`config.mk`:
```
export PLATFORM = sky130hd
export DESIGN_NAME = sha256_message_hasher_core
export DESIGN_NICKNAME = d
export VERILOG_FILES = /design/src/rtl/core/shah_pkg.sv /design/src/rtl/core/sha256_message_hasher_core.sv /design/src/rtl/core/shah_ram.sv /design/src/rtl/core/shah_round.sv
export SDC_FILE = /design/constraint.sdc
export NUM_CORES = 2
export LEC_CHECK = 0
export BUFFER_PORTS_ARGS = -buffer_cell sky130_fd_sc_hd__buf_4
export CAP_MARGIN = 15
export CORE_MARGIN = 5
export CORE_UTILIZATION = 45
export DETAILED_ROUTE_END_ITERATION = 16
export PLACE_DENSITY = 0.64
export SETUP_SLACK_MARGIN = 0.3
export SLEW_MARGIN = 20
export SYNTH_ARGS = -nofsm -noshare
export SYNTH_HDL_FRONTEND = slang
export SYNTH_SLANG_ARGS = --single-unit
```
`constraint.sdc`:
```
create_clock -name clk -period 22.4 [get_ports clk]
set_input_delay 1.12 -clock clk [delete_from_list [all_inputs] [get_ports clk]]
set_output_delay 1.12 -clock clk [all_outputs]
set_load 0.01 [all_outputs]
```
`src/rtl/core/shah_pkg.sv`:
```
// ----------------------------------------------------------------------------
// shah_pkg: shared types and constants for the SHA-256 message hasher
// Round constants, initial hash values and the round datapath control.
// ----------------------------------------------------------------------------
package shah_pkg;

  localparam int WordW  = 32;
  localparam int CountW = 61;

  typedef struct packed {
    logic       load;   // shift a hash word into the working variables
    logic       round;  // run one compression round
    logic       add;    // step the working variables out for the final add
    logic [5:0] t;      // round number
  } rnd_ctl_t;

  function automatic logic [31:0] round_k(input logic [5:0] t);
    logic [31:0] k;
    case (t)
      6'd0:  k = 32'h428a2f98; 6'd1:  k = 32'h71374491; 6'd2:  k = 32'hb5c0fbcf;
      6'd3:  k = 32'he9b5dba5; 6'd4:  k = 32'h3956c25b; 6'd5:  k = 32'h59f111f1;
      6'd6:  k = 32'h923f82a4; 6'd7:  k = 32'hab1c5ed5; 6'd8:  k = 32'hd807aa98;
      6'd9:  k = 32'h12835b01; 6'd10: k = 32'h243185be; 6'd11: k = 32'h550c7dc3;
      6'd12: k = 32'h72be5d74; 6'd13: k = 32'h80deb1fe; 6'd14: k = 32'h9bdc06a7;
      6'd15: k = 32'hc19bf174; 6'd16: k = 32'he49b69c1; 6'd17: k = 32'hefbe4786;
      6'd18: k = 32'h0fc19dc6; 6'd19: k = 32'h240ca1cc; 6'd20: k = 32'h2de92c6f;
      6'd21: k = 32'h4a7484aa; 6'd22: k = 32'h5cb0a9dc; 6'd23: k = 32'h76f988da;
      6'd24: k = 32'h983e5152; 6'd25: k = 32'ha831c66d; 6'd26: k = 32'hb00327c8;
      6'd27: k = 32'hbf597fc7; 6'd28: k = 32'hc6e00bf3; 6'd29: k = 32'hd5a79147;
      6'd30: k = 32'h06ca6351; 6'd31: k = 32'h14292967; 6'd32: k = 32'h27b70a85;
      6'd33: k = 32'h2e1b2138; 6'd34: k = 32'h4d2c6dfc; 6'd35: k = 32'h53380d13;
      6'd36: k = 32'h650a7354; 6'd37: k = 32'h766a0abb; 6'd38: k = 32'h81c2c92e;
      6'd39: k = 32'h92722c85; 6'd40: k = 32'ha2bfe8a1; 6'd41: k = 32'ha81a664b;
      6'd42: k = 32'hc24b8b70; 6'd43: k = 32'hc76c51a3; 6'd44: k = 32'hd192e819;
      6'd45: k = 32'hd6990624; 6'd46: k = 32'hf40e3585; 6'd47: k = 32'h106aa070;
      6'd48: k = 32'h19a4c116; 6'd49: k = 32'h1e376c08; 6'd50: k = 32'h2748774c;
      6'd51: k = 32'h34b0bcb5; 6'd52: k = 32'h391c0cb3; 6'd53: k = 32'h4ed8aa4a;
      6'd54: k = 32'h5b9cca4f; 6'd55: k = 32'h682e6ff3; 6'd56: k = 32'h748f82ee;
      6'd57: k = 32'h78a5636f; 6'd58: k = 32'h84c87814; 6'd59: k = 32'h8cc70208;
      6'd60: k = 32'h90befffa; 6'd61: k = 32'ha4506ceb; 6'd62: k = 32'hbef9a3f7;
      6'd63: k = 32'hc67178f2;
      default: k = 32'h0;
    endcase
    return k;
  endfunction

  function automatic logic [31:0] init_hash(input logic [2:0] i);
    logic [31:0] h;
    case (i)
      3'd0: h = 32'h6a09e667; 3'd1: h = 32'hbb67ae85;
      3'd2: h = 32'h3c6ef372; 3'd3: h = 32'ha54ff53a;
      3'd4: h = 32'h510e527f; 3'd5: h = 32'h9b05688c;
      3'd6: h = 32'h1f83d9ab; 3'd7: h = 32'h5be0cd19;
      default: h = 32'h0;
    endcase
    return h;
  endfunction

endpackage

```
`src/rtl/core/sha256_message_hasher_core.sv`:
```
// ----------------------------------------------------------------------------
// sha256_message_hasher_core: byte-serial SHA-256 hasher
// Packs message bytes into a block RAM, compresses into a hash RAM, pads.
// ----------------------------------------------------------------------------
// Usage:
//   Input channel (in_valid/in_ready): one transaction per message byte
//   (in_byte_valid) and/or end-of-message flag. Items with neither flag
//   are consumed with no effect. A byte that fills the 64-byte block starts
//   a compression (hash RAM reads and block prefetch, 64 rounds at one per
//   cycle, hash add/write-back), its rate set by the single round unit and
//   the single read port of the hash RAM.
//   End of message: padding writes 1 to 16 block words, one per cycle, then
//   one or two compressions, then eight output transactions (digest words
//   H0..H7, out_last_word on the eighth), each read from the hash RAM
//   (S_OUT_RD) and then loaded into the output register (S_OUT_LD).
//   The result channel has an output register; the next message may start
//   while the last digest word waits. A stall on out_ready holds the
//   digest sequence. Reset (rst_n low, synchronous) clears the byte count,
//   marks the hash RAM as holding the initial hash values and idles the FSM.
//   in_ready is high only while the block is idle.
// ----------------------------------------------------------------------------
module sha256_message_hasher_core (
  input  logic        clk,
  input  logic        rst_n,
  input  logic        in_valid,
  output logic        in_ready,
  input  logic [7:0]  in_data_byte,
  input  logic        in_byte_valid,
  input  logic        in_end_of_message,
  output logic        out_valid,
  input  logic        out_ready,
  output logic [31:0] out_digest_word,
  output logic [2:0]  out_word_index,
  output logic        out_last_word
);

  typedef enum logic [2:0] {
    S_IDLE, S_LOAD, S_ROUND, S_ADD, S_PAD, S_OUT_RD, S_OUT_LD
  } state_t;

  typedef enum logic [1:0] { A_IDLE, A_PAD, A_PAD2, A_OUT } after_t;

  state_t      state_r;
  after_t      after_r;
  logic [5:0]  cnt_r;
  logic [3:0]  pad_idx_r;
  logic        pad_two_r;  // second padding block in progress
  logic [2:0]  o_idx_r;
  logic [60:0] count_r, count_nxt;
  logic [31:0] part_r, part_nxt;
  logic [7:0]  hvalid_r;
  logic        hv_q_r;
  logic [2:0]  haddr_q_r;
  logic        out_valid_r;

  logic        accept;
  logic        bwe, bre, hwe, hre;
  logic [3:0]  bwaddr, braddr;
  logic [31:0] bwdata, brdata;
  logic [2:0]  hwaddr, hraddr;
  logic [31:0] hwdata, hram_q, hd, v0;
  logic [31:0] pad_word, pad_data;
  logic [1:0]  lane;
  logic        two_blk;
  shah_pkg::rnd_ctl_t rctl;

  assign in_ready  = (state_r == S_IDLE);
  assign accept    = in_valid && in_ready;
  assign out_valid = out_valid_r;

  // byte packing
  always_comb begin
    lane = count_r[1:0];
    if (lane == 2'd0) begin
      part_nxt = {in_data_byte, 24'h0};
    end else begin
      part_nxt = part_r | (32'(in_data_byte) << {~lane, 3'b000});
    end
    count_nxt = count_r + 61'd1;
    if (lane == 2'd0) begin
      pad_word = 32'h8000_0000;
    end else begin
      pad_word = part_r | (32'h80 << {~lane, 3'b000});
    end
    two_blk = (count_r[5:3] == 3'b111);
    pad_data = 32'h0;
    if (pad_two_r) begin
      if (pad_idx_r == 4'd14) pad_data = count_r[60:29];
      else if (pad_idx_r == 4'd15) pad_data = {count_r[28:0], 3'b000};
    end else if (pad_idx_r == count_r[5:2]) begin
      pad_data = pad_word;
    end else if (!two_blk && pad_idx_r == 4'd14) begin
      pad_data = count_r[60:29];
    end else if (!two_blk && pad_idx_r == 4'd15) begin
      pad_data = {count_r[28:0], 3'b000};
    end
  end

  // memory port control
  always_comb begin
    bwe    = 1'b0;
    bwaddr = count_r[5:2];
    bwdata = part_nxt;
    bre    = 1'b0;
    braddr = 4'd0;
    hwe    = 1'b0;
    hwaddr = 3'(cnt_r - 6'd1);
    hwdata = hd + v0;
    hre    = 1'b0;
    hraddr = cnt_r[2:0];
    rctl   = '{load: 1'b0, round: 1'b0, add: 1'b0, t: cnt_r};
    case (state_r)
      S_IDLE: begin
        bwe = accept && in_byte_valid && (lane == 2'd3);
      end
      S_LOAD: begin
        hre       = (cnt_r < 6'd8);
        rctl.load = (cnt_r != 6'd0);
        bre       = (cnt_r == 6'd8);
      end
      S_ROUND: begin
        rctl.round = 1'b1;
        bre        = (cnt_r < 6'd15);
        braddr     = 4'(cnt_r + 6'd1);
      end
      S_ADD: begin
        hre      = (cnt_r < 6'd8);
        hwe      = (cnt_r != 6'd0);
        rctl.add = (cnt_r != 6'd0);
      end
      S_PAD: begin
        bwe    = 1'b1;
        bwaddr = pad_idx_r;
        bwdata = pad_data;
      end
      S_OUT_RD: begin
        hre    = !out_valid_r || out_ready;
        hraddr = o_idx_r;
      end
      default: ;
    endcase
  end

  shah_ram #(.W(32), .DEPTH(16)) u_blk_ram (
    .clk(clk), .we(bwe), .waddr(bwaddr), .wdata(bwdata),
    .re(bre), .raddr(braddr), .rdata(brdata)
  );

  shah_ram #(.W(32), .DEPTH(8)) u_hash_ram (
    .clk(clk), .we(hwe), .waddr(hwaddr), .wdata(hwdata),
    .re(hre), .raddr(hraddr), .rdata(hram_q)
  );

  // entries not yet written since reset or the last digest read as the IV
  assign hd = hv_q_r ? hram_q : shah_pkg::init_hash(haddr_q_r);

  shah_round u_round (
    .clk(clk), .ctl(rctl), .hash_in(hd), .w_blk(brdata), .v0(v0)
  );

  always_ff @(posedge clk) begin
    if (!rst_n) begin
      state_r     <= S_IDLE;
      after_r     <= A_IDLE;
      cnt_r       <= '0;
      pad_idx_r   <= '0;
      pad_two_r   <= 1'b0;
      o_idx_r     <= '0;
      count_r     <= '0;
      hvalid_r    <= '0;
      hv_q_r      <= 1'b0;
      out_valid_r <= 1'b0;
    end else begin
      if (hre) begin
        hv_q_r    <= hvalid_r[hraddr];
        haddr_q_r <= hraddr;
      end
      if (hwe) begin
        hvalid_r[hwaddr] <= 1'b1;
      end
      if (out_valid_r && out_ready) begin
        out_valid_r <= 1'b0;
      end
      case (state_r)
        S_IDLE: begin
          if (accept) begin
            if (in_byte_valid) begin
              part_r  <= part_nxt;
              count_r <= count_nxt;
            end
            if (in_byte_valid && count_r[5:0] == 6'd63) begin
              state_r <= S_LOAD;
              cnt_r   <= '0;
              after_r <= in_end_of_message ? A_PAD : A_IDLE;
            end else if (in_end_of_message) begin
              state_r   <= S_PAD;
              pad_two_r <= 1'b0;
              pad_idx_r <= in_byte_valid ? count_nxt[5:2] : count_r[5:2];
            end
          end
        end
        S_LOAD: begin
          if (cnt_r == 6'd8) begin
            cnt_r   <= '0;
            state_r <= S_ROUND;
          end else begin
            cnt_r <= cnt_r + 6'd1;
          end
        end
        S_ROUND: begin
          if (cnt_r == 6'd63) begin
            cnt_r   <= '0;
            state_r <= S_ADD;
          end else begin
            cnt_r <= cnt_r + 6'd1;
          end
        end
        S_ADD: begin
          if (cnt_r == 6'd8) begin
            cnt_r <= '0;
            case (after_r)
              A_IDLE: state_r <= S_IDLE;
              A_PAD: begin
                state_r   <= S_PAD;
                pad_two_r <= 1'b0;
                pad_idx_r <= count_r[5:2];
              end
              A_PAD2: begin
                state_r   <= S_PAD;
                pad_two_r <= 1'b1;
                pad_idx_r <= '0;
              end
              A_OUT: begin
                state_r <= S_OUT_RD;
                o_idx_r <= '0;
              end
              default: state_r <= S_IDLE;
            endcase
          end else begin
            cnt_r <= cnt_r + 6'd1;
          end
        end
        S_PAD: begin
          pad_idx_r <= pad_idx_r + 4'd1;
          if (pad_idx_r == 4'd15) begin
            state_r <= S_LOAD;
            cnt_r   <= '0;
            after_r <= (!pad_two_r && two_blk) ? A_PAD2 : A_OUT;
          end
        end
        S_OUT_RD: begin
          if (hre) begin
            state_r <= S_OUT_LD;
          end
        end
        S_OUT_LD: begin
          out_valid_r     <= 1'b1;
          out_digest_word <= hd;
          out_word_index  <= o_idx_r;
          out_last_word   <= (o_idx_r == 3'd7);
          o_idx_r         <= o_idx_r + 3'd1;
          if (o_idx_r == 3'd7) begin
            // next message starts from the initial hash
            hvalid_r <= '0;
            count_r  <= '0;
            state_r  <= S_IDLE;
          end else begin
            state_r <= S_OUT_RD;
          end
        end
        default: state_r <= S_IDLE;
      endcase
    end
  end

`ifndef NO_ASSERTIONS
  a_no_blk_collision: assert property (@(posedge clk) disable iff (!rst_n)
    !(bwe && bre))
    else $error("block RAM written and read in the same cycle");

  a_add_writes: assert property (@(posedge clk) disable iff (!rst_n)
    (state_r == S_ADD && cnt_r != 6'd0) |-> hwe && !bwe)
    else $error("hash write-back missing");

  a_iv_reload: assert property (@(posedge clk) disable iff (!rst_n)
    (state_r == S_OUT_LD && o_idx_r == 3'd7) |=> (hvalid_r == 8'h00 && count_r == '0))
    else $error("hash not reloaded after digest");

  a_out_no_overwrite: assert property (@(posedge clk) disable iff (!rst_n)
    (state_r == S_OUT_LD) |-> !out_valid_r)
    else $error("output register overwritten");
`endif

endmodule

```
`src/rtl/core/shah_ram.sv`:
```
// ----------------------------------------------------------------------------
// shah_ram: simple dual-port synchronous RAM
// One write port, one read port, read data registered.
// ----------------------------------------------------------------------------
module shah_ram #(
  parameter int W     = 32,
  parameter int DEPTH = 16
) (
  input  logic                     clk,
  input  logic                     we,
  input  logic [$clog2(DEPTH)-1:0] waddr,
  input  logic [W-1:0]             wdata,
  input  logic                     re,
  input  logic [$clog2(DEPTH)-1:0] raddr,
  output logic [W-1:0]             rdata
);

  logic [W-1:0] mem [DEPTH];

  always_ff @(posedge clk) begin
    if (we) begin
      mem[waddr] <= wdata;
    end
    if (re) begin
      rdata <= mem[raddr];
    end
  end

endmodule

```
`src/rtl/core/shah_round.sv`:
```
// ----------------------------------------------------------------------------
// shah_round: SHA-256 round datapath
// Working variables, 16-word schedule window and one round per cycle.
// ----------------------------------------------------------------------------
module shah_round (
  input  logic               clk,
  input  shah_pkg::rnd_ctl_t ctl,
  input  logic [31:0]        hash_in,
  input  logic [31:0]        w_blk,
  output logic [31:0]        v0
);

  logic [31:0] v_r [8];
  logic [31:0] sr_r [16];   // sr_r[15] = W[t-1], sr_r[0] = W[t-16]
  logic [31:0] wt, s0, s1, big0, big1, ch, maj, t1, t2;

  function automatic logic [31:0] rotr(input logic [31:0] x, input int n);
    return (x >> n) | (x << (32 - n));
  endfunction

  always_comb begin
    s1   = rotr(sr_r[14], 17) ^ rotr(sr_r[14], 19) ^ (sr_r[14] >> 10);
    s0   = rotr(sr_r[1], 7) ^ rotr(sr_r[1], 18) ^ (sr_r[1] >> 3);
    wt   = (ctl.t < 6'd16) ? w_blk : s1 + sr_r[9] + s0 + sr_r[0];
    big1 = rotr(v_r[4], 6) ^ rotr(v_r[4], 11) ^ rotr(v_r[4], 25);
    ch   = (v_r[4] & v_r[5]) ^ (~v_r[4] & v_r[6]);
    t1   = v_r[7] + big1 + ch + shah_pkg::round_k(ctl.t) + wt;
    big0 = rotr(v_r[0], 2) ^ rotr(v_r[0], 13) ^ rotr(v_r[0], 22);
    maj  = (v_r[0] & v_r[1]) ^ (v_r[0] & v_r[2]) ^ (v_r[1] & v_r[2]);
    t2   = big0 + maj;
  end

  always_ff @(posedge clk) begin
    if (ctl.load || ctl.add) begin
      for (int k = 0; k < 7; k++) begin
        v_r[k] <= v_r[k+1];
      end
      v_r[7] <= hash_in;
    end else if (ctl.round) begin
      v_r[7] <= v_r[6];
      v_r[6] <= v_r[5];
      v_r[5] <= v_r[4];
      v_r[4] <= v_r[3] + t1;
      v_r[3] <= v_r[2];
      v_r[2] <= v_r[1];
      v_r[1] <= v_r[0];
      v_r[0] <= t1 + t2;
      for (int k = 0; k < 15; k++) begin
        sr_r[k] <= sr_r[k+1];
      end
      sr_r[15] <= wt;
    end
  end

  assign v0 = v_r[0];

endmodule

```
==> impl_results.md <==
* Status: completed
* Htree depth at 4
* Fin area at about 96000 µm²
* Post-CTS sizing at 0
* Worst skew pair latency at 0.87 ns
* Starting Density at 0.451
* Arr. time, crit path at 10.68 ns
* Syn Nets at between 7k and 8k
* First-pass GRT wire length at around 360 mm
* Worst EP required at between 20 and 25 ns
* GRT Util Overall at 0.236
* Max_slew headroom at 0.167
* Most used DFF post-synth: edfxtp_1
* Synth top area share at 0.580
* Drt first pass iters at 8
* FF/Latch Area at 53200 µm²
* TritonCTS buffer count at between 150 and 200
* Port bufs at between 50 and 60
* Syn_area_per_cell at 11.9 µm²
* Synth area leader: edfxtp_1
* Fin. max-slew vios at 0
* Clock buffer depth at 3
* Clock Pin Slew Worst Setup and Hold Paths at approximately 0.06 ns
* Fraction of layout cells with a size suffix above 1 at 0.0860
* WL final at roughly 240 mm
* Via density at 5.74
* CP Class: reg2reg
* Crit Path Max Fanout at 6
* Core footprint at about 190000 µm²
* Area growth syn-to-layout at 11.2%
* RSZ-0062 raised after global routing: false
* Largest net degree at the start of global routing at 190
* Via count at approximately 57k
* Synthesized flop and latch total at ~1.8k
* Routed Antenna Nets at 0
* Clock tree from TritonCTS: yes
* # clock sinks at roughly 1.8k
* Synth cell types at 85
* Startpoint Class: flip-flop
* Vias in the first global route at around 53k
* Hold buffer count at cts at 0
* Number of fill cells at 16.5k
* Row count at roughly 160
* Max Cap Viol at 0
* Area contributors post-synth: edfxtp_1, nand2_1, fa_1
* DIE AREA at between 200000 and 250000 µm²
* Antenna violations before repair at 11
* Tightest Pin Transition at around 1.2 ns
* Clk_skew at around 0.052 ns
* Grt total ovfl at 0
* Post-DP Area at 89800 µm²
* Gpl congestion at just over 0.9
* Die height at 449 µm
* WL/cell at ~25 µm
* Share of synthesized registers carrying an async set or reset at 0
* Mapped Area at a little under 90000 µm²
* Multi-input logic area at just over 30000 µm²
* Fin crit period at 10.11 ns
* Hpwl dp at roughly 160 mm
* Crit end category: flip-flop
* Final hold violation count at 0
* Mapped Cells at 7249
* Nets@finish at roughly 7.6k
* Worst path slowest cell: nor4_1
* Setup Viol. Count Final at 0
* # DRC at 0
* Hold/Removal Path Class: reg2reg
* Postcts setup bufs at 0
* Delay-heaviest family, CP: compound AO/OA/AOI/OAI gates
* Setup tns final at 0 ns
* Crit path top cell by count: fa_1
* Maximum achievable frequency at between 90 and 100 MHz
* Ports at 52
* Worst Path Buf+Inv at 4
* DIE WIDTH at around 450 µm
* DR iter-0 viols at 6515
* Post-synth EDFFs at 1671
* Sequential area share after synthesis at 0.615
* Slowest stage delay, CP at 0.59 ns
* Period utilization at 0.451
* Synthesis Warnings at 0
* Clock Tree Root: clkbuf_16
[area by class of cell]
type                            instances  area share
Sequential cell                      1823       0.553
Clock buffer                          236      0.0527
Timing Repair Buffer                  168      0.0134
Antenna cell                            5    0.000130
Multi-Input combinational cell       4631       0.319
Clock inverter                        119      0.0144
Inverter                              387      0.0152
Tap cell                             2526      0.0328
[stage by stage]
step	util	setup WS, ns	hold slack [ns]	std cells
global route	0.502	11.85	0.414	9891
finish	0.502	12.29	0.413	9895
CTS	0.501	12.31	0.409	9890
detailed placement	0.468	12.33	0.405	9535
global placement	0.468	12.29	0.401	9535
floorplan	-	1.13	0.400	7249
[layer usage]
layer  vias to the layer above  global-route usage  share of wire
li1                      25745                   -              -
met1                     28333               0.349           0.44
met2                      2322               0.364           0.45
met3                       375              0.0337          0.076
met4                         6              0.0722          0.031
met5                         -                   0        0.00019
[cells in the final DEF, fill, tap and decap left out, types with 188 or more instances in the layout]
| cell | count |
|---|---|
| edfxtp_1 | 1671 |
| nand2_1 | 1404 |
| inv_1 | 376 |
| nor2_1 | 324 |
| nand3_1 | 298 |
| a21oi_1 | 297 |
| o21ai_0 | 279 |
| xnor2_1 | 257 |
| xor2_1 | 199 |
| clkbuf_16 | 193 |
| fa_1 | 188 |
| ha_1 | 188 |
[state kept, by name (all words and copies together) (netlist names), 2 cells and up, named ones only]
name	cells
u_blk_ram.mem	512
u_round.sr_r	512
u_hash_ram.mem	256
u_round.v_r	256
count_r	61
out_digest_word	32
part_r	32
u_blk_ram.rdata	32
u_hash_ram.rdata	32
hvalid_r	8
cnt_r	6
pad_idx_r	4
haddr_q_r	3
o_idx_r	3
out_word_index	3
state_r	3
after_r	2
[final timing paths]
check / start / endpoint / slack (ns) / cells past startpoint
worst max-delay path: u_round.sr_r[14][20] / u_round.v_r[0][31] / 12.29 / 37
worst min-delay path: u_round.sr_r[11][24] / u_round.sr_r[10][24] / 0.41 / 0
worst max register to register: u_round.sr_r[14][20] / u_round.v_r[0][31] / 12.29 / 37
worst min register to register: u_round.sr_r[11][24] / u_round.sr_r[10][24] / 0.41 / 0
[cell usage after synthesis (90+ instances only)]
cell	count
nand2_1	1410
fa_1	188
edfxtp_1	1671
nor2b_1	98
nand3_1	298
ha_1	189
inv_1	379
nor2_1	358
a21o_1	109
mux2_2	90
xor2_1	199
o21ai_0	281
dfxtp_1	152
clkbuf_1	334
a21oi_1	297
a211oi_1	99
xnor2_1	258
[cell families after synthesis]
logic type,Yosys count,synth area share
adder cells (fa/ha/maj),381,0.0713
flip-flops,1823,0.615
AND/OR/NAND/NOR,2358,0.115
multiplexers,157,0.0195
AO/OA/AOI/OAI,1278,0.0982
buffers and inverters,795,0.0348
XOR/XNOR,457,0.0462
Power is left out: the tool's default activity adds up to more than one toggle a clock period on the data nets, which glitch-free logic cannot reach.
